==> config.mk <==
export PLATFORM = sky130hd
export DESIGN_NAME = vefi_div
export DESIGN_NICKNAME = d
export VERILOG_FILES = /design/src/hdl/vefi_pkg.sv /design/src/hdl/vefi_div.sv
export SDC_FILE = /design/constraint.sdc
export NUM_CORES = 2
export LEC_CHECK = 0
export BUFFER_PORTS_ARGS = -buffer_cell sky130_fd_sc_hd__clkbuf_2
export CELL_PAD_IN_SITES_DETAIL_PLACEMENT = 2
export CELL_PAD_IN_SITES_GLOBAL_PLACEMENT = 2
export CORE_AREA = 2 2 725 366
export CTS_BUF_LIST = sky130_fd_sc_hd__clkbuf_2 sky130_fd_sc_hd__clkbuf_4 sky130_fd_sc_hd__clkbuf_8
export DETAILED_ROUTE_END_ITERATION = 12
export DIE_AREA = 0 0 727 368
export PLACE_DENSITY = 0.85
export SYNTH_ARGS = -nofsm -noshare
export SYNTH_HDL_FRONTEND = slang
export SYNTH_SLANG_ARGS = --single-unit
export TNS_END_PERCENT = 30
==> constraint.sdc <==
create_clock -name aclk -period 15.15 [get_ports aclk]
set_input_delay 3.7875 -clock aclk [delete_from_list [all_inputs] [get_ports aclk]]
set_output_delay 3.7875 -clock aclk [all_outputs]
set_load 0.01 [all_outputs]
==> src/hdl/vefi_pkg.sv <==
// shared types, widths and helpers for the edge flux / volume fraction pipeline
// no dependencies; used by every module of the block
package vefi_pkg;

    localparam int VALUE_WIDTH = 24;
    localparam int FRAC_BITS   = 16;
    localparam int FRAC_W      = FRAC_BITS + 1;
    localparam int PROD_W      = 2 * VALUE_WIDTH + 1;
    localparam int NUM_W       = 2 * VALUE_WIDTH + 2;
    localparam int QUO_W       = FRAC_BITS + 2;

    localparam logic [FRAC_W-1:0] FRAC_ONE = {1'b1, {FRAC_BITS{1'b0}}};

    localparam logic signed [PROD_W-1:0] SAT_MAX =
        {{(VALUE_WIDTH + 2){1'b0}}, {(VALUE_WIDTH - 1){1'b1}}};
    localparam logic signed [PROD_W-1:0] SAT_MIN = ~SAT_MAX;

    typedef enum logic [2:0] {
        REG_EMPTY   = 3'd0,
        REG_FULL    = 3'd1,
        REG_LOW     = 3'd2,
        REG_HIGH    = 3'd3,
        REG_LINEAR  = 3'd4,
        REG_NO_FLUX = 3'd5
    } region_t;

    typedef logic signed [VALUE_WIDTH-1:0] value_t;

    typedef struct packed {
        logic   no_flux;
        value_t nx;
        value_t ny;
        value_t d;
    } geom_t;

    typedef struct packed {
        logic [NUM_W-1:0] num;
        logic [NUM_W-1:0] den;
        region_t          region;
    } div_in_t;

    typedef struct packed {
        logic [QUO_W-1:0] quo;
        region_t          region;
    } div_out_t;

    function automatic value_t sat_value(input logic signed [PROD_W-1:0] x);
        value_t r;
        if (x > SAT_MAX) begin
            r = SAT_MAX[VALUE_WIDTH-1:0];
        end else if (x < SAT_MIN) begin
            r = SAT_MIN[VALUE_WIDTH-1:0];
        end else begin
            r = x[VALUE_WIDTH-1:0];
        end
        return r;
    endfunction

endpackage

==> src/hdl/vefi_div.sv <==
// pipelined restoring divider, one quotient bit per stage: floor(num * 2^F / den)
// depends on vefi_pkg; num is known to stay below four times den
module vefi_div (
    input  logic                aclk,
    input  logic                aresetn,
    input  logic                in_valid,
    output logic                in_ready,
    input  vefi_pkg::div_in_t   in_div,
    output logic                out_valid,
    input  logic                out_ready,
    output vefi_pkg::div_out_t  out_div
);

    localparam int NW = vefi_pkg::NUM_W;
    localparam int QW = vefi_pkg::QUO_W;

    logic                 v_reg   [QW];
    logic [NW-1:0]        rem_reg [QW];
    logic [NW-1:0]        den_reg [QW];
    logic [QW-1:0]        quo_reg [QW];
    vefi_pkg::region_t    rgn_reg [QW];
    logic [QW:0]          adv;

    assign adv[QW] = out_ready;

    for (genvar j = 0; j < QW; j++) begin : g_step
        logic [NW-1:0]     r_in, d_in, r_sh, d_cmp, r_diff;
        logic [QW-1:0]     q_in;
        vefi_pkg::region_t g_in;
        logic              v_in;
        logic              ge;

        if (j == 0) begin : g_first
            assign r_in = in_div.num;
            assign d_in = in_div.den;
            assign q_in = '0;
            assign g_in = in_div.region;
            assign v_in = in_valid;
        end else begin : g_next
            assign r_in = rem_reg[j-1];
            assign d_in = den_reg[j-1];
            assign q_in = quo_reg[j-1];
            assign g_in = rgn_reg[j-1];
            assign v_in = v_reg[j-1];
        end

        // first step weighs 2x den, second 1x, then one fraction bit each
        assign r_sh   = (j >= 2) ? {r_in[NW-2:0], 1'b0} : r_in;
        assign d_cmp  = (j == 0) ? {d_in[NW-2:0], 1'b0} : d_in;
        assign ge     = r_sh >= d_cmp;
        assign r_diff = r_sh - d_cmp;
        assign adv[j] = !v_reg[j] || adv[j+1];

        always_ff @(posedge aclk) begin
            if (!aresetn) begin
                v_reg[j] <= 1'b0;
            end else if (adv[j]) begin
                v_reg[j] <= v_in;
            end
        end

        always_ff @(posedge aclk) begin
            if (adv[j] && v_in) begin
                rem_reg[j] <= ge ? r_diff : r_sh;
                den_reg[j] <= d_in;
                quo_reg[j] <= {q_in[QW-2:0], ge};
                rgn_reg[j] <= g_in;
            end
        end
    end

    assign in_ready       = adv[0];
    assign out_valid      = v_reg[QW-1];
    assign out_div.quo    = quo_reg[QW-1];
    assign out_div.region = rgn_reg[QW-1];

endmodule

-- Yosys cells after proc, flatten, opt, wreduce, memory -nomap -nowiden
Memories as Yosys holds them, arrays and structs flattened.
Cells that the tools add are included.
W data, S select, Z words.
- add/sub/neg operators: 18
- $lt $le $gt $ge: 18
- muxes and demuxes: 127
- bitwise operators: 18
- reduce and logical (&&, ||, !) cells: 54
- operators with widths (kind ; count):
    $ge A50 B50 Y1 ; 18
    $mux W50 ; 18
    $sub A50 B50 Y50 ; 18
    $mux W1 ; 109
    $logic_and A1 B1 Y1 ; 18
    $logic_not A1 Y1 ; 18
    $logic_or A1 B1 Y1 ; 18
    $or A1 B1 Y1 ; 18
- register bits after elaboration: 0
- memory bits (writable): 2196
- word-level logic and storage cells: 240
- memories: 5
- memory list (name ; words ; width ; rd ports ; clocked after Yosys merged registers in ; write ports ; line ; text):
    den_reg ; 18 ; 50 ; 17 ; 0 ; 18 ; vefi_div.sv:19 ; logic [NW-1:0] den_reg [QW];
    rem_reg ; 18 ; 50 ; 17 ; 0 ; 18 ; vefi_div.sv:18 ; logic [NW-1:0] rem_reg [QW];
    quo_reg ; 18 ; 18 ; 18 ; 0 ; 18 ; vefi_div.sv:20 ; logic [QW-1:0] quo_reg [QW];
    rgn_reg ; 18 ; 3 ; 18 ; 0 ; 18 ; vefi_div.sv:21 ; vefi_pkg::region_t rgn_reg [QW];
    v_reg ; 18 ; 1 ; 18 ; 0 ; 18 ; vefi_div.sv:17 ; logic v_reg [QW];

-- Longest topological paths before layout
An unclocked memory read counts as a cell.
- word-level depth: 24
- mapped depth: 16

-- Worst setup path after synthesis
OpenSTA, ideal clock, no wires.
- path type: input -> register
- start: in out_ready
- end: mem v_reg[8] (data pin)
- library setup time: 193 ps
- arrival time: 13446 ps
- path slack: 1511 ps
- cell stages on the path: 7
- cells stage by stage: nor2b_1 -> and3_1 -> and3_1 -> and3_1 -> and3_1 -> a21boi_0 -> and2_1
- RTL lines (what ; line ; text):
    start, declared ; vefi_div.sv:10 ; input logic out_ready,
    end, declared ; vefi_div.sv:17 ;

-- Worst setup path in the final report
- start: in out_ready
- end: out in_ready
- word-level cells in the longest chain between the ends: 18
- ends and longest elaborated chain (what ; line ; text):
    $logic_or A1 B1 Y1 (18 in a row) ; vefi_div.sv:52 ; assign adv[j] = !v_reg[j] || adv[j+1];
    end, declared ; vefi_div.sv:7 ; output logic in_ready,
No other way between the ends.

==> flow_summary.json <==
{
  "cts-root-buf": "clkbuf_8",
  "largest_reg_flops": 850,
  "wl_per_cell_microns": 29.3,
  "max_freq_mhz": 85.3,
  "maxCapViolations": 0,
  "grt_max_degree": 81,
  "insertion_delay_ps": 1040,
  "overflow": 0,
  "cts_tree": "yes",
  "nFillCells": 26600,
  "place_congestion": 1.00,
  "vias": 92800,
  "drive_gt1_frac": 0.0988,
  "multiInputGateArea_sq_um": 53700,
  "core_sq_um": 261000,
  "clk_path_buf_depth": 4,
  "numClockSinks": 1927,
  "start_kind": "primary input",
  "antenna_found_initial": 32,
  "htree_levels": 5,
  "tightestPinTransition_ps": 1390,
  "crit_path_end_kind": "output port",
  "synth_nets": 12100,
  "cts_hold_buffers": 0,
  "status": "finished clean",
  "hold_viol_final": 0,
  "grt_pass1_wl_microns": 657000,
  "drtAntennaViolNets": 0,
  "grt_pass1_vias": 97500,
  "syn_area_per_cell_sq_um": 10.6,
  "swShare": 0.277,
  "synth_flop_cell": "edfxtp_1",
  "drcViolationCount": 0,
  "p_int_w": 0.00856,
  "ys_ff_latch": 1927,
  "min_path_type": "register to register",
  "placementRows": 133,
  "pwr-share-seq": 0.505,
  "slew_headroom": 0.0718,
  "synth_warnings": 0,
  "async_flop_share": 0,
  "skew_ps": 127,
  "place_hpwl_microns": 331000,
  "hold_ws_ps": 400,
  "synth-edff-count": 1926,
  "maxSlewViolCount": 0,
  "setup_violations": 0,
  "regArea_sq_um": 57900,
  "clockPowerShare": 0.399,
  "gr-usage-all-layers": 0.321,
  "yosysUniqueCellTypes": 118,
  "viasPerCell": 6.20,
  "post_cts_buffers": 0,
  "power-per-cell-area_nw_per_um2": 93.0,
  "crit_required_ps": 11360,
  "seq_area_frac_synth": 0.494,
  "wl_microns": 438000,
  "comb_power_share": 0.097,
  "tns_ps": 0,
  "drt_first_pass_iters": 6,
  "period_needed_ps": 11730,
  "start_util": 0.448,
  "pin_count": 130,
  "synthCells": 11000,
  "nets": 12200,
  "first_iter_violations": 10200,
  "criticalPathCategory": "primary input to output port",
  "post-route-period-util": 0.774,
  "clk_transition_reported_paths_ps": 60,
  "io_buffers": 129,
  "die_h_microns": 368,
  "rsz0062_at_grt": "false",
  "switching_power_w": 0.00328,
  "synthToLayoutAreaGrowth_pct": 8.76,
  "crit_fanout": 7,
  "cts_buffers": 313,
  "dieArea_sq_um": 268000,
  "vdd_ir_drop_max_mv": 0.0655,
  "synth_area_sq_um": 117000,
  "cts_resized": 0,
  "cp.arrival_ps": 7940,
  "power.leakage_nw": 52.0,
  "die_w_microns": 727
}
## final timing paths
check / from / end / slack [ps] / depth (start not counted)
worst max-delay path: out_ready / in_ready / 3420 / 12
worst min-delay path: den_reg[8][48] / den_reg[9][48] / 400 / 0
worst max register to register: rem_reg[10][2] / rem_reg[11][20] / 8710 / 12
worst min register to register: den_reg[8][48] / den_reg[9][48] / 400 / 0
## power by group through the flow
stage	combinational [W]	sequential, W	clock (W)
after floorplan	0.000748	0.00607	0
after global placement	0.00101	0.00609	0
after detailed placement	0.00109	0.00609	0
after CTS	0.00111	0.00598	0.00477
after global routing	0.00124	0.00598	0.00498
final	0.00114	0.00598	0.00472
## worst max-delay path, cell delays in order
cell and delay, ps:
clkbuf_2 80, nor2b_1 520, and3_1 480, and3_1 390
and3_1 460, nand3_1 240, nor3_1 600, and2_1 490
nand3_1 140, nor2_1 390, nand2_1 180, clkbuf_2 160
## placed cells by master (no fill, tap or decap), types with 104 or more instances in the layout
master and count:
nor2_1 512, nand3_1 173, inv_1 1116, xor2_1 322, a21o_1 548, nor2b_1 105, nor3_1 104, o21bai_1 127
nand4_1 206, ha_1 898, edfxtp_1 1926, o21a_1 105, clkbuf_2 129, clkbuf_8 320, mux2_2 296, a21oi_1 942
xnor2_1 419, o21ai_0 755, nand2_1 957
## layer usage
layer / routed length, microns / global-route usage / vias up
met5: 164 / 0 / -
met4: 5770 / 0.0491 / 20
met3: 47200 / 0.0974 / 488
met2: 172000 / 0.433 / 3577
met1: 214000 / 0.506 / 48100
li1: - / - / 40700
## synth_stat cells (all sizes together) (15+ instances only)
| master | count | area [sq um] |
|---|---|---|
| o311ai | 15 | 139 |
| ha | 898 | 11200 |
| o31ai | 63 | 507 |
| nor2b | 114 | 721 |
| and2 | 65 | 407 |
| o21a | 108 | 818 |
| nand3 | 173 | 866 |
| nand2 | 957 | 3590 |
| clkbuf | 238 | 900 |
| nand4 | 206 | 1290 |
| a21oi | 952 | 4800 |
| and4 | 33 | 289 |
| buf | 110 | 663 |
| o31a | 18 | 168 |
| o21bai | 128 | 965 |
| a31o | 21 | 193 |
| or2 | 29 | 181 |
| a31oi | 93 | 588 |
| mux2 | 314 | 3560 |
| or3 | 30 | 188 |
| nand2b | 100 | 628 |
| o21ai | 813 | 4090 |
| inv | 1120 | 4200 |
| a21boi | 40 | 300 |
| edfxtp | 1926 | 57800 |
| a41oi | 20 | 198 |
| nor3 | 109 | 551 |
| nor2 | 515 | 1940 |
| a221oi | 36 | 328 |
| a21o | 548 | 4110 |
| xnor2 | 419 | 3670 |
| fa | 17 | 340 |
| and3 | 94 | 588 |
| o2111ai | 17 | 149 |
| nor4 | 33 | 213 |
| a211o | 18 | 158 |
| o211ai | 46 | 345 |
| a2111oi | 15 | 195 |
| a211oi | 80 | 626 |
| xor2 | 322 | 2820 |
## cells by family (layout without fill, tap and decap cells)
| logic type | Yosys count | count (layout) | share of synthesized area |
|---|---|---|---|
| XOR/XNOR | 741 | 741 | 0.0554 |
| AND/OR/NAND/NOR | 2517 | 2517 | 0.102 |
| AO/OA/AOI/OAI | 3148 | 3148 | 0.169 |
| other | 0 | 16 | 0 |
| flip-flops | 1927 | 1927 | 0.494 |
| adder cells (fa/ha/maj) | 915 | 915 | 0.0989 |
| multiplexers | 322 | 322 | 0.0311 |
| buffers and inverters | 1468 | 1879 | 0.0493 |
## stage by stage
stage	utilization	instances	worst slack [ps]	cell area (sq um)	total power, W
floorplan	-	11000	1510	117000	0.00682
global placement	0.465	14400	3990	121000	0.00710
detailed placement	0.465	14400	3490	121000	0.00718
CTS	0.487	15000	3350	127000	0.0119
global route	0.487	15000	3190	127000	0.0122
finish	0.487	15000	3420	127000	0.0118
## cell type report
class / instances / area share
antenna: 16 / 0.000315
clock buffer: 404 / 0.0395
clock inverter: 136 / 0.00568
inverter: 1120 / 0.0330
multi-input combinational: 7643 / 0.422
sequential: 1927 / 0.454
tap: 3510 / 0.0345
timing repair buffer: 219 / 0.0104
Note: power is estimated with default switching activity, not from simulation.
