`src/hdl/vefi_pkg.sv`:
```
// shared types, widths and helpers for the edge flux / volume fraction pipeline
// no dependencies; used by every module of the block
package vefi_pkg;

    localparam int VALUE_WIDTH = 24;
    localparam int FRAC_BITS   = 16;
    localparam int FRAC_W      = FRAC_BITS + 1;
    localparam int PROD_W      = 2 * VALUE_WIDTH + 1;
    localparam int NUM_W       = 2 * VALUE_WIDTH + 2;
    localparam int QUO_W       = FRAC_BITS + 2;

    localparam logic [FRAC_W-1:0] FRAC_ONE = {1'b1, {FRAC_BITS{1'b0}}};

    localparam logic signed [PROD_W-1:0] SAT_MAX =
        {{(VALUE_WIDTH + 2){1'b0}}, {(VALUE_WIDTH - 1){1'b1}}};
    localparam logic signed [PROD_W-1:0] SAT_MIN = ~SAT_MAX;

    typedef enum logic [2:0] {
        REG_EMPTY   = 3'd0,
        REG_FULL    = 3'd1,
        REG_LOW     = 3'd2,
        REG_HIGH    = 3'd3,
        REG_LINEAR  = 3'd4,
        REG_NO_FLUX = 3'd5
    } region_t;

    typedef logic signed [VALUE_WIDTH-1:0] value_t;

    typedef struct packed {
        logic   no_flux;
        value_t nx;
        value_t ny;
        value_t d;
    } geom_t;

    typedef struct packed {
        logic [NUM_W-1:0] num;
        logic [NUM_W-1:0] den;
        region_t          region;
    } div_in_t;

    typedef struct packed {
        logic [QUO_W-1:0] quo;
        region_t          region;
    } div_out_t;

    function automatic value_t sat_value(input logic signed [PROD_W-1:0] x);
        value_t r;
        if (x > SAT_MAX) begin
            r = SAT_MAX[VALUE_WIDTH-1:0];
        end else if (x < SAT_MIN) begin
            r = SAT_MIN[VALUE_WIDTH-1:0];
        end else begin
            r = x[VALUE_WIDTH-1:0];
        end
        return r;
    endfunction

endpackage

```
`src/hdl/vefi_prep.sv`:
```
// two-stage front end: flux products, then shifted normal and offset
// depends on vefi_pkg
module vefi_prep (
    input  logic                       aclk,
    input  logic                       aresetn,
    input  logic                       in_valid,
    output logic                       in_ready,
    input  logic                       kind,
    input  vefi_pkg::value_t           nx,
    input  vefi_pkg::value_t           ny,
    input  vefi_pkg::value_t           d,
    input  logic signed [1:0]          dir_x,
    input  logic signed [1:0]          dir_y,
    input  vefi_pkg::value_t           flux_x,
    input  vefi_pkg::value_t           flux_y,
    output logic                       out_valid,
    input  logic                       out_ready,
    output vefi_pkg::geom_t            out_geom
);

    localparam int V  = vefi_pkg::VALUE_WIDTH;
    localparam int PW = 2 * V;
    localparam int SW = V + 3;
    localparam int DW = V + 4;
    localparam int XW = vefi_pkg::PROD_W;

    logic adv1, adv2;

    // stage 1 registers
    logic                  v1_reg;
    logic                  kind1_reg;
    vefi_pkg::value_t      nx1_reg, ny1_reg, d1_reg;
    logic signed [PW-1:0]  px1_reg, py1_reg;
    logic signed [SW-1:0]  q1_reg;
    logic                  flow1_reg;
    logic                  dxnz1_reg, dynz1_reg;

    logic signed [PW-1:0]  px_next, py_next;
    logic signed [SW-1:0]  s_next, q_next;

    // stage 2 registers
    logic                  v2_reg;
    vefi_pkg::geom_t       geom2_reg;

    logic signed [XW-1:0]  psum, pshift;
    vefi_pkg::value_t      p_val, id_val;
    logic signed [DW-1:0]  diff, half, idsum;
    vefi_pkg::geom_t       geom_next;

    assign adv2     = !v2_reg || out_ready;
    assign adv1     = !v1_reg || adv2;
    assign in_ready = adv1;

    assign px_next = PW'(nx) * PW'(flux_x);
    assign py_next = PW'(ny) * PW'(flux_y);
    assign s_next  = SW'(dir_x) * SW'(flux_x) + SW'(dir_y) * SW'(flux_y);
    assign q_next  = SW'(dir_x) * SW'(nx) + SW'(dir_y) * SW'(ny);

    always_ff @(posedge aclk) begin
        if (!aresetn) begin
            v1_reg <= 1'b0;
        end else if (adv1) begin
            v1_reg <= in_valid;
        end
    end

    always_ff @(posedge aclk) begin
        if (adv1 && in_valid) begin
            kind1_reg <= kind;
            nx1_reg   <= nx;
            ny1_reg   <= ny;
            d1_reg    <= d;
            px1_reg   <= px_next;
            py1_reg   <= py_next;
            q1_reg    <= q_next;
            flow1_reg <= s_next > 0;
            dxnz1_reg <= dir_x != 2'sd0;
            dynz1_reg <= dir_y != 2'sd0;
        end
    end

    // projected flux, then half of its excess over the edge normal component
    assign psum   = XW'(px1_reg) + XW'(py1_reg);
    assign pshift = psum >>> vefi_pkg::FRAC_BITS;
    assign p_val  = vefi_pkg::sat_value(pshift);
    assign diff   = DW'(p_val) - DW'(q1_reg);
    assign half   = diff >>> 1;
    assign idsum  = DW'(d1_reg) + half;
    assign id_val = vefi_pkg::sat_value(XW'(idsum));

    always_comb begin
        geom_next.no_flux = kind1_reg && !flow1_reg;
        geom_next.nx      = (kind1_reg && dxnz1_reg) ? p_val : nx1_reg;
        geom_next.ny      = (kind1_reg && dynz1_reg) ? p_val : ny1_reg;
        geom_next.d       = kind1_reg ? id_val : d1_reg;
    end

    always_ff @(posedge aclk) begin
        if (!aresetn) begin
            v2_reg <= 1'b0;
        end else if (adv2) begin
            v2_reg <= v1_reg;
        end
    end

    always_ff @(posedge aclk) begin
        if (adv2 && v1_reg) begin
            geom2_reg <= geom_next;
        end
    end

    assign out_valid = v2_reg;
    assign out_geom  = geom2_reg;

endmodule

```
`config.mk`:
```
export PLATFORM = sky130hd
export DESIGN_NAME = vefi_prep
export DESIGN_NICKNAME = d
export VERILOG_FILES = /design/src/hdl/vefi_pkg.sv /design/src/hdl/vefi_prep.sv
export SDC_FILE = /design/constraint.sdc
export NUM_CORES = 2
export LEC_CHECK = 0
export ABC_AREA = 1
export BUFFER_PORTS_ARGS = -buffer_cell sky130_fd_sc_hd__buf_2
export CORE_MARGIN = 1.5
export CORE_UTILIZATION = 35
export DETAILED_ROUTE_END_ITERATION = 8
export PLACE_DENSITY = 0.48
export SYNTH_ARGS = -nofsm -noshare
export SYNTH_HDL_FRONTEND = slang
export SYNTH_SLANG_ARGS = --single-unit
```
`constraint.sdc`:
```
create_clock -name aclk -period 8.2 [get_ports aclk]
set_input_delay 1.23 -clock aclk [delete_from_list [all_inputs] [get_ports aclk]]
set_output_delay 1.23 -clock aclk [all_outputs]
set_load 0.02 [all_outputs]
```
Word-level counts from Yosys, hierarchy flattened
Index checks and enable logic that the tools add are counted.
{"block": "totals", "out_inout_bits": 75, "input_bits": 129, "wordCells": 51, "register_bits": 274}
{"block": "op_classes", "n_addsub": 5, "n_lt_le_gt_ge": 5, "n_mul": 6, "mux": 7, "reduce_logical": 12}
{"cell": "24-bit two-way mux", "count": 7}
{"cell": "2-bit by 24-bit multiplier with 26-bit output", "count": 4}
{"cell": "24-bit by 24-bit multiplier with 48-bit output", "count": 2}
{"cell": "26-bit by 26-bit adder with 27-bit output", "count": 2}
{"cell": "48-bit by 48-bit adder with 49-bit output", "count": 1}
{"cell": "33-bit by 24-bit greater-than comparator with 1-bit output, second input constant", "count": 1}
{"cell": "33-bit by 24-bit less-than comparator with 1-bit output, second input constant", "count": 1}
{"cell": "24-bit by 27-bit adder with 28-bit output", "count": 1}
{"cell": "28-bit by 24-bit greater-than comparator with 1-bit output, second input constant", "count": 1}
{"cell": "28-bit by 24-bit less-than comparator with 1-bit output, second input constant", "count": 1}
{"cell": "24-bit by 27-bit subtractor with 28-bit output", "count": 1}
{"cell": "27-bit by 1-bit greater-than comparator with 1-bit output, second input constant", "count": 1}
{"cell": "1-bit logical AND", "count": 5}
{"cell": "2-bit nonzero test", "count": 2}
{"cell": "1-bit logical NOT", "count": 3}
{"cell": "1-bit logical OR", "count": 2}

Depth between registers and ports, before layout
{"block": "depth", "ltp_word": 10, "mapped_depth": 52, "mapped_depth_nobuf": 50}

Worst setup path after synthesis
OpenSTA, ideal clock, no wires.
{"block": "synth_path", "kind": "input -> register", "from": "in ny[23]", "to": "reg py1_reg[45], data pin", "path_buffers": 2, "setup_ps": 262, "path_slack_ps": 461, "required_ps": 7938, "cell_stages": 22, "t_arrival_ps": 7476, "path_cell_list": "clkbuf_1 clkbuf_1 nand2_1 inv_1 fa_1 inv_1 fa_1 inv_1 fa_1 inv_1 fa_1 fa_1 fa_1 fa_1 inv_1 ha_1 nand2_1 nor4_1 a21oi_1 o21bai_1 a21oi_1 xor2_1"}
{"block": "synth_between", "elab_chain_len": 1}
{"item": "start, declared", "line": "vefi_prep.sv:10", "rtl": "input vefi_pkg::value_t ny,"}
{"item": "24-bit by 24-bit multiplier with 48-bit output", "line": "vefi_prep.sv:55", "rtl": "assign py_next = PW'(ny) * PW'(flux_y);"}
{"item": "via py_next[45]", "line": "vefi_prep.sv:38", "rtl": "logic signed [PW-1:0] px_next, py_next;"}
{"item": "end signal, assigned", "line": "vefi_prep.sv:74", "rtl": "py1_reg <= py_next;"}
{"item": "end, declared", "line": "vefi_prep.sv:33", "rtl": "logic signed [PW-1:0] px1_reg, py1_reg;"}
The timed path passes the listed nets, and every way through them passes these cells.
A chain may end at the register's enable or synchronous reset.

Final worst setup path
{"block": "layout_path", "from": "in flux_y[1]", "to": "reg py1_reg[45], data pin"}
{"block": "layout_between", "elab_chain_len": 1}
{"item": "start, declared", "line": "vefi_prep.sv:15", "rtl": "input vefi_pkg::value_t flux_y,"}
{"item": "24-bit by 24-bit multiplier with 48-bit output", "line": "vefi_prep.sv:55"}
{"item": "via py_next[45]", "line": "vefi_prep.sv:38"}
The timed path passes the listed nets, and every way through them passes these cells.

==> reports/metrics.cfg <==
[outcome]
status=finished, final reports clean

[finish]
fin_nets=9971
largest_reg_flops=73
syn_to_final_growth_pct=10.17
layout-drive-gt1-share=0.08778

[sta]
setup_slack_ns=0.5536
fmax_mhz=130.8
slew_violations=0
fin_crit_ns=7.646
whs_ns=0.5116
fin_crit_sh=0.9325
fin_skew_ns=0.05702
max_slew_margin=0.3634
hold_viol_final=0
tightestPinTransition_ns=0.9549
grt_setup_unrepaired=false
final-setup-viol-count=0

[worst_setup_path]
rrSetupSlack_ns=0.70
cp_slowest_cell=fa_1
cp_max_fo=15
r2r_end=out_geom[21]$_DFFE_PP_
cp_common_cell=fa_1
worstSetupEndpointType=flip-flop
worst-path-buf-inv=7
path_delay_family=adder cells
critPathLaunchType=input port
slowest_delay_ns=0.55
reg2reg_depth=46
worstSetupPathDepth=26
cp.arrival_ns=8.00
cp.required_ns=8.55
critPathKind=in -> reg
timing.rr.start=px1_reg[19]$_DFFE_PP_

[synthesis]
synth_area_leaders=fa_1 41%, edfxtp_1 13%, inv_1 12%, nand2_1 12%, ha_1 9.1%
syn-cell-area_um2=64870
syn_area_per_cell_um2=8.286
synth-adder-area-share=0.4975
synth_edf_count=272
synthMuxAreaShare=0
synth_top_area_frac=0.4061
synth.distinct_cells=51
synth_area_leader_cell=fa_1
synthXorXnorAreaFrac=0.03119
ys_ff_latch=274
synth_compound_area_frac=0.04928
yosys_warnings=0
synthSimpleGateAreaFrac=0.1545
synth.top_cells.by_count=2098 x inv_1, 2075 x nand2_1, 1316 x fa_1
synth_cells=7829
seq_area_frac_synth=0.1265
synth_most_common_cell=inv_1
async_reset_ff_frac=0
synthFlopType=edfxtp_1
synth_fp_nets=9748
synth_top_family_by_area=adder cells

[die]
core_um2=183700
rows=157
fp.dieW_um=433.5
start_util=0.3532
die_h_um=433.5
dieArea_um2=187900
io_pins=204

[clocking]
root_buffer=clkbuf_16
cts_buffers=37
clockBufferDepth=3
clock_latency_ns=0.62
clkSinkCount=274
clkTransAtPathRegs_ns=0.07
cts-htree-levels=2
cts_tree=done

[routing]
vias_per_cell=4.696
first_pass_iters=5
wire_per_inst_um=20.36
via_count=49547
wirelength_um=214800
first_iter_violations=3113
drc=0
postRouteAntennaNets=0

[worst_hold_path]
holdCritStartpoint=nx1_reg[14]$_DFFE_PP_
hold_class=reg -> reg
whs_endpoint=out_geom[62]$_DFFE_PP_
holdPathStages=2

[global_routing]
grt_pass1_vias=52808
grt_pass1_wl_um=328900
gr-total-overflow=0
antenna_found_initial=18
grtUsageTotal=0.2340
grt_max_degree=80

[run]
maxCapViolCount=0

[placed_design]
dp_hpwl_um=186600
port_buffers=203
place_congestion=0.9388
pre_cts_ws_ns=-0.04911

==> worst max-delay path by stage <==
stage	startpoint	slack [ns]	to
3_3_place_gp	flux_y[1]	0.03	py1_reg[45]$_DFFE_PP_
2_1_floorplan	ny[23]	0.46	py1_reg[45]$_DFFE_PP_
3_5_place_dp	ny[9]	-0.05	py1_reg[45]$_DFFE_PP_
4_1_cts	px1_reg[35]$_DFFE_PP_	0.23	out_geom[21]$_DFFE_PP_
6_report	flux_y[1]	0.55	py1_reg[45]$_DFFE_PP_
5_1_grt	px1_reg[43]$_DFFE_PP_	0.03	out_geom[22]$_DFFE_PP_
==> metrics by stage <==
stage,utilization,cells,area [um^2],setup TNS (ns)
after floorplan,-,7829,64870,0
after global placement,0.3822,10474,70190,0
after detailed placement,0.3822,10474,70190,-0.04911
after CTS,0.3883,10538,71320,0
after global routing,0.3891,10551,71460,0
final,0.3891,10552,71470,0
==> logic make-up (layout without fill, tap and decap cells) <==
kind of cell               Yosys count  after routing
adders and majority gates         1790           1790
xor gates and xnor gates           231            231
other                                0             11
DFF                                274            274
and+or+nand+nor                   2544           2544
buffers and inverters             2432           2680
AOI/OAI and AO/OA                  558            558
==> worst reg2reg max path, delay by kind of cell, from the launching register on <==
family,cells,cell delay (ns)
xor gates and xnor gates,2,0.58
AOI/OAI and AO/OA,11,1.80
DFF,1,0.47
adders and majority gates,3,1.06
buffers and inverters,5,0.78
and+or+nand+nor,25,2.63
==> metal layers <==
| layer | global-route usage | up-vias | share of wire |
|---|---|---|---|
| met5 | 0 | - | 0.000061 |
| met4 | 0.09117 | 2 | 0.045 |
| met3 | 0.01584 | 231 | 0.036 |
| met2 | 0.4014 | 1080 | 0.49 |
| met1 | 0.3077 | 25041 | 0.43 |
| li1 | - | 23193 | - |
==> repair_timing <==
action / 4_1_cts / 5_1_grt
gates resized for setup: 0 / 25
buffers inserted: 0 / 3
setup endpoints to repair: 0 / 23
hold buffers: 0 / 0
==> layout by cell type (no fill, tap or decap), types with 5 or more instances in the layout <==
cell type	n
xnor2_1	88
nand2_2	13
a21o_1	10
ha_1	468
buf_4	298
o21bai_1	11
nor2_1	251
buf_12	12
clkbuf_1	5
o21ai_1	15
a21boi_0	5
o211ai_1	9
o21a_1	21
o221ai_1	5
nor2_2	14
edfxtp_1	272
xor2_1	141
nor3_1	18
inv_1	2096
clkinv_2	6
o21ai_2	23
nand2_1	2074
o21ai_0	100
diode_2	11
nor4_1	9
fa_1	1316
nand4_1	24
or2_2	53
a21oi_1	289
a31oi_1	37
buf_2	203
clkbuf_16	37
nand3_1	71
==> final cells by class <==
cell class | instances | area, um^2
clock buffers | 42 | 944.7
flip-flops and latches | 274 | 8208
diodes | 11 | 27.53
multi-input cells | 5123 | 47620
inverters | 2103 | 7908
repair buffers | 513 | 3493
clock inverters | 22 | 182.7
fillers | 19064 | 112200
well taps | 2464 | 3083
Power is left out: the tool's default activity adds up to more than one toggle a clock period on the data nets, which glitch-free logic cannot reach.
