==> src/hdl/vefi_pkg.sv <==
// shared types, widths and helpers for the edge flux / volume fraction pipeline
// no dependencies; used by every module of the block
package vefi_pkg;

    localparam int VALUE_WIDTH = 24;
    localparam int FRAC_BITS   = 16;
    localparam int FRAC_W      = FRAC_BITS + 1;
    localparam int PROD_W      = 2 * VALUE_WIDTH + 1;
    localparam int NUM_W       = 2 * VALUE_WIDTH + 2;
    localparam int QUO_W       = FRAC_BITS + 2;

    localparam logic [FRAC_W-1:0] FRAC_ONE = {1'b1, {FRAC_BITS{1'b0}}};

    localparam logic signed [PROD_W-1:0] SAT_MAX =
        {{(VALUE_WIDTH + 2){1'b0}}, {(VALUE_WIDTH - 1){1'b1}}};
    localparam logic signed [PROD_W-1:0] SAT_MIN = ~SAT_MAX;

    typedef enum logic [2:0] {
        REG_EMPTY   = 3'd0,
        REG_FULL    = 3'd1,
        REG_LOW     = 3'd2,
        REG_HIGH    = 3'd3,
        REG_LINEAR  = 3'd4,
        REG_NO_FLUX = 3'd5
    } region_t;

    typedef logic signed [VALUE_WIDTH-1:0] value_t;

    typedef struct packed {
        logic   no_flux;
        value_t nx;
        value_t ny;
        value_t d;
    } geom_t;

    typedef struct packed {
        logic [NUM_W-1:0] num;
        logic [NUM_W-1:0] den;
        region_t          region;
    } div_in_t;

    typedef struct packed {
        logic [QUO_W-1:0] quo;
        region_t          region;
    } div_out_t;

    function automatic value_t sat_value(input logic signed [PROD_W-1:0] x);
        value_t r;
        if (x > SAT_MAX) begin
            r = SAT_MAX[VALUE_WIDTH-1:0];
        end else if (x < SAT_MIN) begin
            r = SAT_MIN[VALUE_WIDTH-1:0];
        end else begin
            r = x[VALUE_WIDTH-1:0];
        end
        return r;
    endfunction

endpackage

==> src/hdl/vefi_classify.sv <==
// two-stage region decode and numerator / denominator products
// depends on vefi_pkg
module vefi_classify (
    input  logic                aclk,
    input  logic                aresetn,
    input  logic                in_valid,
    output logic                in_ready,
    input  vefi_pkg::geom_t     in_geom,
    output logic                out_valid,
    input  logic                out_ready,
    output vefi_pkg::div_in_t   out_div
);

    localparam int V  = vefi_pkg::VALUE_WIDTH;
    localparam int CW = V + 3;
    localparam int NW = vefi_pkg::NUM_W;

    logic adv1, adv2;

    logic [V-1:0]          ax, ay, mx, mn;
    logic [V:0]            n;
    logic signed [CW-1:0]  d2, ns, mns, mxs, low_bound, high_bound;
    logic signed [CW-1:0]  a_low, a_high, lin;
    vefi_pkg::region_t     region_next;
    logic [V:0]            a_next;

    logic                  v1_reg;
    vefi_pkg::region_t     region1_reg;
    logic [V:0]            a1_reg, lin1_reg;
    logic [V-1:0]          mn1_reg, mx1_reg;

    logic [NW-1:0]         asq;
    logic [2*V-1:0]        mnmx;
    vefi_pkg::div_in_t     div_next;

    logic                  v2_reg;
    vefi_pkg::div_in_t     div2_reg;

    assign adv2     = !v2_reg || out_ready;
    assign adv1     = !v1_reg || adv2;
    assign in_ready = adv1;

    assign ax = in_geom.nx[V-1] ? (~in_geom.nx + 1'b1) : in_geom.nx;
    assign ay = in_geom.ny[V-1] ? (~in_geom.ny + 1'b1) : in_geom.ny;
    assign n  = {1'b0, ax} + {1'b0, ay};
    assign mx = (ax > ay) ? ax : ay;
    assign mn = V'(n - {1'b0, mx});

    assign d2         = CW'(in_geom.d) + CW'(in_geom.d);
    assign ns         = $signed(CW'(n));
    assign mns        = $signed(CW'(mn));
    assign mxs        = $signed(CW'(mx));
    assign low_bound  = mns + mns - ns;
    assign high_bound = ns - mns - mns;
    assign a_low      = d2 + ns;
    assign a_high     = ns - d2;
    assign lin        = d2 + mxs;

    always_comb begin
        a_next = a_low[V:0];
        if (in_geom.no_flux) begin
            region_next = vefi_pkg::REG_NO_FLUX;
        end else if (d2 <= -ns) begin
            region_next = vefi_pkg::REG_EMPTY;
        end else if (d2 >= ns) begin
            region_next = vefi_pkg::REG_FULL;
        end else if (d2 < low_bound) begin
            region_next = vefi_pkg::REG_LOW;
        end else if (d2 > high_bound) begin
            region_next = vefi_pkg::REG_HIGH;
            a_next      = a_high[V:0];
        end else begin
            region_next = vefi_pkg::REG_LINEAR;
        end
    end

    always_ff @(posedge aclk) begin
        if (!aresetn) begin
            v1_reg <= 1'b0;
        end else if (adv1) begin
            v1_reg <= in_valid;
        end
    end

    always_ff @(posedge aclk) begin
        if (adv1 && in_valid) begin
            region1_reg <= region_next;
            a1_reg      <= a_next;
            lin1_reg    <= lin[V:0];
            mn1_reg     <= mn;
            mx1_reg     <= mx;
        end
    end

    assign asq  = a1_reg * a1_reg;
    assign mnmx = mn1_reg * mx1_reg;

    always_comb begin
        div_next.region = region1_reg;
        if (region1_reg == vefi_pkg::REG_LINEAR) begin
            div_next.num = NW'(lin1_reg);
            div_next.den = NW'(mx1_reg);
        end else begin
            div_next.num = asq;
            div_next.den = NW'({mnmx, 1'b0});
        end
    end

    always_ff @(posedge aclk) begin
        if (!aresetn) begin
            v2_reg <= 1'b0;
        end else if (adv2) begin
            v2_reg <= v1_reg;
        end
    end

    always_ff @(posedge aclk) begin
        if (adv2 && v1_reg) begin
            div2_reg <= div_next;
        end
    end

    assign out_valid = v2_reg;
    assign out_div   = div2_reg;

endmodule

==> config.mk <==
export PLATFORM = sky130hd
export DESIGN_NAME = vefi_classify
export DESIGN_NICKNAME = d
export VERILOG_FILES = /design/src/hdl/vefi_pkg.sv /design/src/hdl/vefi_classify.sv
export SDC_FILE = /design/constraint.sdc
export NUM_CORES = 2
export LEC_CHECK = 0
export CELL_PAD_IN_SITES_DETAIL_PLACEMENT = 1
export CELL_PAD_IN_SITES_GLOBAL_PLACEMENT = 1
export CORE_ASPECT_RATIO = 0.7
export CORE_MARGIN = 2
export CORE_UTILIZATION = 40
export CTS_BUF_LIST = sky130_fd_sc_hd__clkbuf_16
export CTS_CLUSTER_SIZE = 24
export DETAILED_ROUTE_END_ITERATION = 6
export DONT_BUFFER_PORTS = 1
export GPL_TIMING_DRIVEN = 0
export PLACE_DENSITY_LB_ADDON = 0.08
export SYNTH_ARGS = -nofsm -noshare
export SYNTH_HDL_FRONTEND = slang
export SYNTH_SLANG_ARGS = --single-unit
==> constraint.sdc <==
create_clock -name aclk -period 14.4 [get_ports aclk]
set_input_delay 2.16 -clock aclk [delete_from_list [all_inputs] [get_ports aclk]]
set_output_delay 2.16 -clock aclk [all_outputs]
set_load 0.01 [all_outputs]
Word-level counts from Yosys, hierarchy flattened
Index checks and enable logic that the tools add are counted.

cells by class
  equality and inequality tests = 1
  $add $sub $neg = 13
  bitwise logic cells = 2
  reduce and logical (&&, ||, !) cells = 7
  multipliers = 2
  order comparisons = 5
  muxes and demuxes = 13

operator list
  cell                                            number
  two-way mux 25 bit                              5
  adder 24 x 24 -> 25 bit                         3
  two-way mux 75 bit                              1
  two-way mux 24 bit                              3
  adder 25 bit                                    2
  multiplier 25 x 25 -> 50 bit                    1
  adder 24 x 1 -> 24 bit (second input constant)  2
  multiplier 24 x 24 -> 48 bit                    1
  NOT 24 bit                                      2
  greater-than comparator 25 x 27 -> 1 bit        1
  less-or-equal comparator 25 x 27 -> 1 bit       1
  negator 25 -> 27 bit                            1
  subtractor 26 x 25 -> 27 bit                    1
  >= comparator 25 x 26 -> 1 bit                  1
  < comparator 25 x 26 -> 1 bit                   1
  subtractor 25 x 24 -> 26 bit                    1
  subtractor 25 x 25 -> 26 bit                    1
  subtractor 25 bit                               1
  greater-than comparator 24 bit                  1
  subtractor 24 bit                               1
  two-way mux 3 bit                               4
  equality test 3 bit (second input constant)     1
  OR reduction 3 bit                              1
  logical AND 1 bit                               2
  other kinds (2)                                 4

storage, ports and cells
  bits of input ports = 77
  register bits after elaboration = 206
  word-level logic and storage cells = 57

Longest topological paths before layout
  depth in word-level cells = 14
  mapped depth = 62
  depth with buffers taken out = 60

Least setup slack after synthesis
OpenSTA, ideal clock, no wires.

  kind = input to register
  start point = in in_geom[50] (netlist bit)
  end point = reg a1_reg[2] (data pin)
  data arrival time = 14,738 ps
  setup slack = -597 ps
  cell stages on the path = 58
  path through = or3_1 -> nor3_1 -> nand3_1 -> or4_1 -> or3_1 -> o31ai_1 -> xor2_1 -> inv_1 -> ha_1 -> nor3b_1 -> nand4_1 -> nor3_4 -> a21oi_2 -> o2bb2ai_1 -> nor2_1 -> clkbuf_1 -> nor2_1 -> a21oi_1 -> (+22 left out) -> nand2_1 -> nor2_1 -> or4b_1 -> nand4_1 -> xor2_1 -> ha_1 -> nand3_1 -> nor2_1 -> nand2_1 -> nor3_1 -> a221oi_1 -> o221ai_1 -> mux2i_1 -> a31oi_1 -> nor4b_1 -> clkbuf_1 -> buf_2 -> mux2_2

between the ends
  cells in the longest elaborated chain, start to end = 14

ends and longest elaborated chain
  item                                      line                 source
  start, declared                           vefi_classify.sv:8   input vefi_pkg::geom_t in_geom,
  NOT 24 bit                                vefi_classify.sv:43  assign ax = in_geom.nx[V-1] ? (~in_geom.nx + 1'b1) : in_geom.nx;
  adder 24 x 1 -> 24 bit                    vefi_classify.sv:43
  two-way mux 24 bit (*)                    vefi_classify.sv:43
  greater-than comparator 24 bit            vefi_classify.sv:46  assign mx = (ax > ay) ? ax : ay;
  two-way mux 24 bit (*)                    vefi_classify.sv:46
  via mx[2]                                 vefi_classify.sv:20  logic [V-1:0] ax, ay, mx, mn;
  subtractor 24 bit (*)                     vefi_classify.sv:47  assign mn = V'(n - {1'b0, mx});
  via mn[8]                                 vefi_classify.sv:20
  subtractor 25 x 24 -> 26 bit              vefi_classify.sv:54  assign high_bound = ns - mns - mns;
  subtractor 26 x 25 -> 27 bit              vefi_classify.sv:54
  greater-than comparator 25 x 27 -> 1 bit  vefi_classify.sv:69  end else if (d2 > high_bound) begin
  two-way mux 25 bit                        vefi_classify.sv:69
  two-way mux 25 bit (*)                    vefi_classify.sv:67  end else if (d2 < low_bound) begin
  two-way mux 25 bit (*)                    vefi_classify.sv:65  end else if (d2 >= ns) begin
  two-way mux 25 bit (*)                    vefi_classify.sv:63  end else if (d2 <= -ns) begin
  two-way mux 25 bit (*)                    vefi_classify.sv:61  if (in_geom.no_flux) begin
  via a_next[2]                             vefi_classify.sv:25  logic [V:0] a_next;
  end signal, assigned                      vefi_classify.sv:88  a1_reg <= a_next;
  end, declared                             vefi_classify.sv:29  logic [V:0] a1_reg, lin1_reg;

Mark *: on every way through the listed nets, which the timed path passes. The rest lies on a longest branch.
A chain may end at the register's enable or synchronous reset.

Worst setup path after layout
  start point = in in_geom[50] (netlist bit)
  end point = reg a1_reg[9] (data pin)

Same word-level chain as after synthesis.

==> metrics.txt <==
# TYPE chip_impl_metric gauge
chip_impl_info{name="outcome",value="finished with violations"} 1
chip_impl_info{name="failed_checks",value="capacitance limit, slew limit"} 1
chip_impl_metric{name="timing.final.crit_share",unit="%"} 98.94
chip_impl_metric{name="skew",unit="ps"} 56.75
chip_impl_metric{name="setup_slack",unit="ps"} 153.3
chip_impl_info{name="synth_area_leaders",value="fa_1, ha_1, edfxtp_1"} 1
chip_impl_info{name="mostFrequentLayoutCell",value="inv_1"} 1
chip_impl_metric{name="vias_per_cell",unit=""} 5.462
chip_impl_info{name="crit_slowest_cell",value="or4_4"} 1
chip_impl_metric{name="totalNegativeSetupSlack",unit="ps"} 0
chip_impl_metric{name="yosys.area.top_type_share",unit="%"} 33.66
chip_impl_info{name="top_family_by_delay_on_critical_path",value="compound AO/OA/AOI/OAI gates"} 1
chip_impl_info{name="post-synth-top-area-cell",value="fa_1"} 1
chip_impl_metric{name="drt_first_iter_violations",unit=""} 3491
chip_impl_metric{name="worstPathArrival",unit="ps"} 14640
chip_impl_metric{name="pin_count",unit=""} 182
chip_impl_metric{name="flow.area_growth_from_synthesis",unit="%"} 9.011
chip_impl_metric{name="antenna_left",unit=""} 0
chip_impl_metric{name="via_count",unit=""} 45330
chip_impl_metric{name="final_area",unit="um2"} 61850
chip_impl_metric{name="max_slew.worst_pin.slew",unit="ps"} 1490
chip_impl_metric{name="detailed_place_hpwl",unit="um"} 182800
chip_impl_metric{name="die_h",unit="um"} 319.1
chip_impl_metric{name="post_detailed_routing_wire_length",unit="um"} 215800
chip_impl_metric{name="h_tree_lvls",unit=""} 1
chip_impl_metric{name="design.die.area",unit="um2"} 144900
chip_impl_info{name="tritoncts",value="yes"} 1
chip_impl_info{name="yosys_most_used_dff",value="edfxtp_1"} 1
chip_impl_info{name="timing_worst_setup_path_type",value="in -> reg"} 1
chip_impl_metric{name="critPathMaxStageDelay",unit="ps"} 460
chip_impl_info{name="worst_hold_check_path_type",value="reg -> reg"} 1
chip_impl_metric{name="postSynthNetCount",unit=""} 7999
chip_impl_metric{name="filler_cell_count",unit=""} 16290
chip_impl_info{name="critical_path.startpoint_type",value="input port"} 1
chip_impl_metric{name="finalSetupViolCount",unit=""} 0
chip_impl_metric{name="io_buffers",unit=""} 0
chip_impl_metric{name="initial_util",unit="%"} 40.36
chip_impl_metric{name="fin_crit",unit="ps"} 14250
chip_impl_metric{name="cts.clk_slew.worst_paths",unit="ps"} 60
chip_impl_metric{name="clock-sinks",unit=""} 204
chip_impl_metric{name="dpl-instance-area",unit="um2"} 59230
chip_impl_info{name="ctsRootBufferMaster",value="clkbuf_16"} 1
chip_impl_metric{name="grt_max_degree",unit=""} 53
chip_impl_info{name="final_cell_mix",value="inv_1, fa_1, nand2_1"} 1
chip_impl_metric{name="timing_hold_violations_final",unit=""} 0
chip_impl_metric{name="timing.critical_path.buf_inv",unit=""} 8
chip_impl_metric{name="register_bit_total_from_synthesis",unit=""} 204
chip_impl_metric{name="worstPathMaxFanout",unit=""} 6
chip_impl_metric{name="cts-root-to-sink-buffers",unit=""} 3
chip_impl_metric{name="max-cap-violations",unit=""} 1
chip_impl_metric{name="vias_in_the_first_global_route",unit=""} 47890
chip_impl_info{name="timing.critical_path.to_type",value="flip-flop"} 1
chip_impl_metric{name="synth_area",unit="um2"} 56740
chip_impl_metric{name="placedCellCount",unit=""} 8179
chip_impl_metric{name="insertion_delay",unit="ps"} 670
chip_impl_metric{name="drive_gt1_share",unit="%"} 5.932
chip_impl_metric{name="grt_first_pass_wirelength",unit="um"} 319000
chip_impl_metric{name="cts_made_buffers",unit=""} 28
chip_impl_metric{name="netlist-cell-type-count",unit=""} 115
chip_impl_metric{name="postSynthAreaPerCell",unit="um2"} 9.003
chip_impl_metric{name="dp_slack",unit="ps"} -4388
chip_impl_metric{name="post_layout_nonfiller_instances",unit=""} 8299
chip_impl_metric{name="synth.yosys.seq_area_share",unit="%"} 10.76
chip_impl_metric{name="design.core.area",unit="um2"} 140600
chip_impl_metric{name="remaining_drc_errors",unit=""} 0
chip_impl_metric{name="number_of_rows_created_at_floorplan",unit=""} 115
chip_impl_metric{name="final_net_count",unit=""} 8098
chip_impl_metric{name="asyncSetResetFlopFracSynth",unit="%"} 0
chip_impl_metric{name="grt-ovfl-total",unit=""} 0
chip_impl_metric{name="max_clock_freq",unit="GHz"} 0.07019
chip_impl_metric{name="largest_register_ffs",unit=""} 102
chip_impl_metric{name="data_required_critical_path",unit="ps"} 14790
chip_impl_metric{name="place.gp.congestion",unit=""} 0.9418
chip_impl_metric{name="route.detailed.wl_per_inst",unit="um"} 26.00
chip_impl_metric{name="timing_max_transition_violations_final",unit=""} 1
chip_impl_metric{name="first_pass_iters",unit=""} 5
chip_impl_metric{name="synth_edf_count",unit=""} 202
chip_impl_info{name="unrepaired_setup_endpoints_after_global_routing",value="true"} 1
chip_impl_metric{name="grt_usage",unit="%"} 29.81
chip_impl_metric{name="instance_count_of_the_mapped_netlist",unit=""} 6302
chip_impl_metric{name="maxSlewHeadroom",unit="%"} -0.4055
chip_impl_metric{name="yosys_warnings",unit=""} 0
chip_impl_metric{name="dieWidth",unit="um"} 454.2
chip_impl_metric{name="antenna_found_initial",unit=""} 31
worst paths after layout:
| kind | cells past startpoint | slack, ps | end | from |
|---|---|---|---|---|
| setup / recovery | 61 | 150 | a1_reg[9] | in_geom[50] |
| hold / removal | 0 | 480 | out_div[1] | region1_reg[1] |
| hold reg to reg | 0 | 480 | out_div[1] | region1_reg[1] |
| setup reg to reg | 29 | 4000 | out_div[101] | a1_reg[13] |
cell families after synthesis:
kind of cell	count (synthesis)	share of synthesized area (%)
adders and majority gates	1622	48.39
xor gates and xnor gates	295	4.673
other	1	0.006609
buffers and inverters	1503	10.02
AOI/OAI and AO/OA	942	11.15
DFF	204	10.76
muxes	19	0.3440
and+or+nand+nor	1716	14.66
routing by layer:
metal  GRT usage, %  routed length, um  share of wire (%)  vias up
li1               -                  -                  -    20170
met1          46.64             106800                 50    23640
met2          43.05              88440                 41     1363
met3          5.199              16280                7.5      154
met4          4.850               4216                2.0        2
met5              0                 13             0.0060        -
worst register-to-register path: cells and delay by family (launching register included):
kind                     cells  cell delay (ps)
buffers and inverters        6             1960
AND/OR/NAND/NOR              2              460
AO/OA/AOI/OAI               12             3320
adder cells (fa/ha/maj)      8             3840
XOR/XNOR                     1              170
flip-flops                   1              320
Yosys cell counts (59+ instances only):
cell      count
clkbuf_1    197
xnor2_1     167
a21oi_1     277
o21a_1       59
o21bai_1     60
nor3_1       61
o21ai_0     145
ha_1        666
fa_1        954
xor2_1      122
and2_1      361
nand2_1     688
nand3_1      65
inv_1      1280
a21o_1      135
nor2_1      270
edfxtp_1    202
metrics by stage:
step,hold WS (ps),util (%)
after floorplan,433.2,-
after global placement,455.2,42.05
after detailed placement,454.5,42.13
after CTS,485.4,43.45
after global routing,493.7,43.99
final,478.0,44.00
timing repair:
item                       in CTS  in global routing
pin swaps                      26                 44
resized for setup             115                110
hold buffers                    0                  0
buffers inserted               35                 30
setup endpoints to repair      26                 25
final cells by class:
class | instances | area, um2 | share of cell area [%]
Antenna cell | 4 | 10.01 | 0.01618
Clock inverter | 24 | 255.2 | 0.4127
Buffer | 207 | 905.9 | 1.465
Multi-Input combinational cell | 4595 | 46070 | 74.48
Timing Repair Buffer | 70 | 590.6 | 0.9548
Tap cell | 1872 | 2342 | 3.787
Sequential cell | 204 | 6106 | 9.872
Inverter | 1295 | 4872 | 7.877
Clock buffer | 28 | 700.7 | 1.133
Power is left out: the tool's default activity adds up to more than one toggle a clock period on the data nets, which glitch-free logic cannot reach.
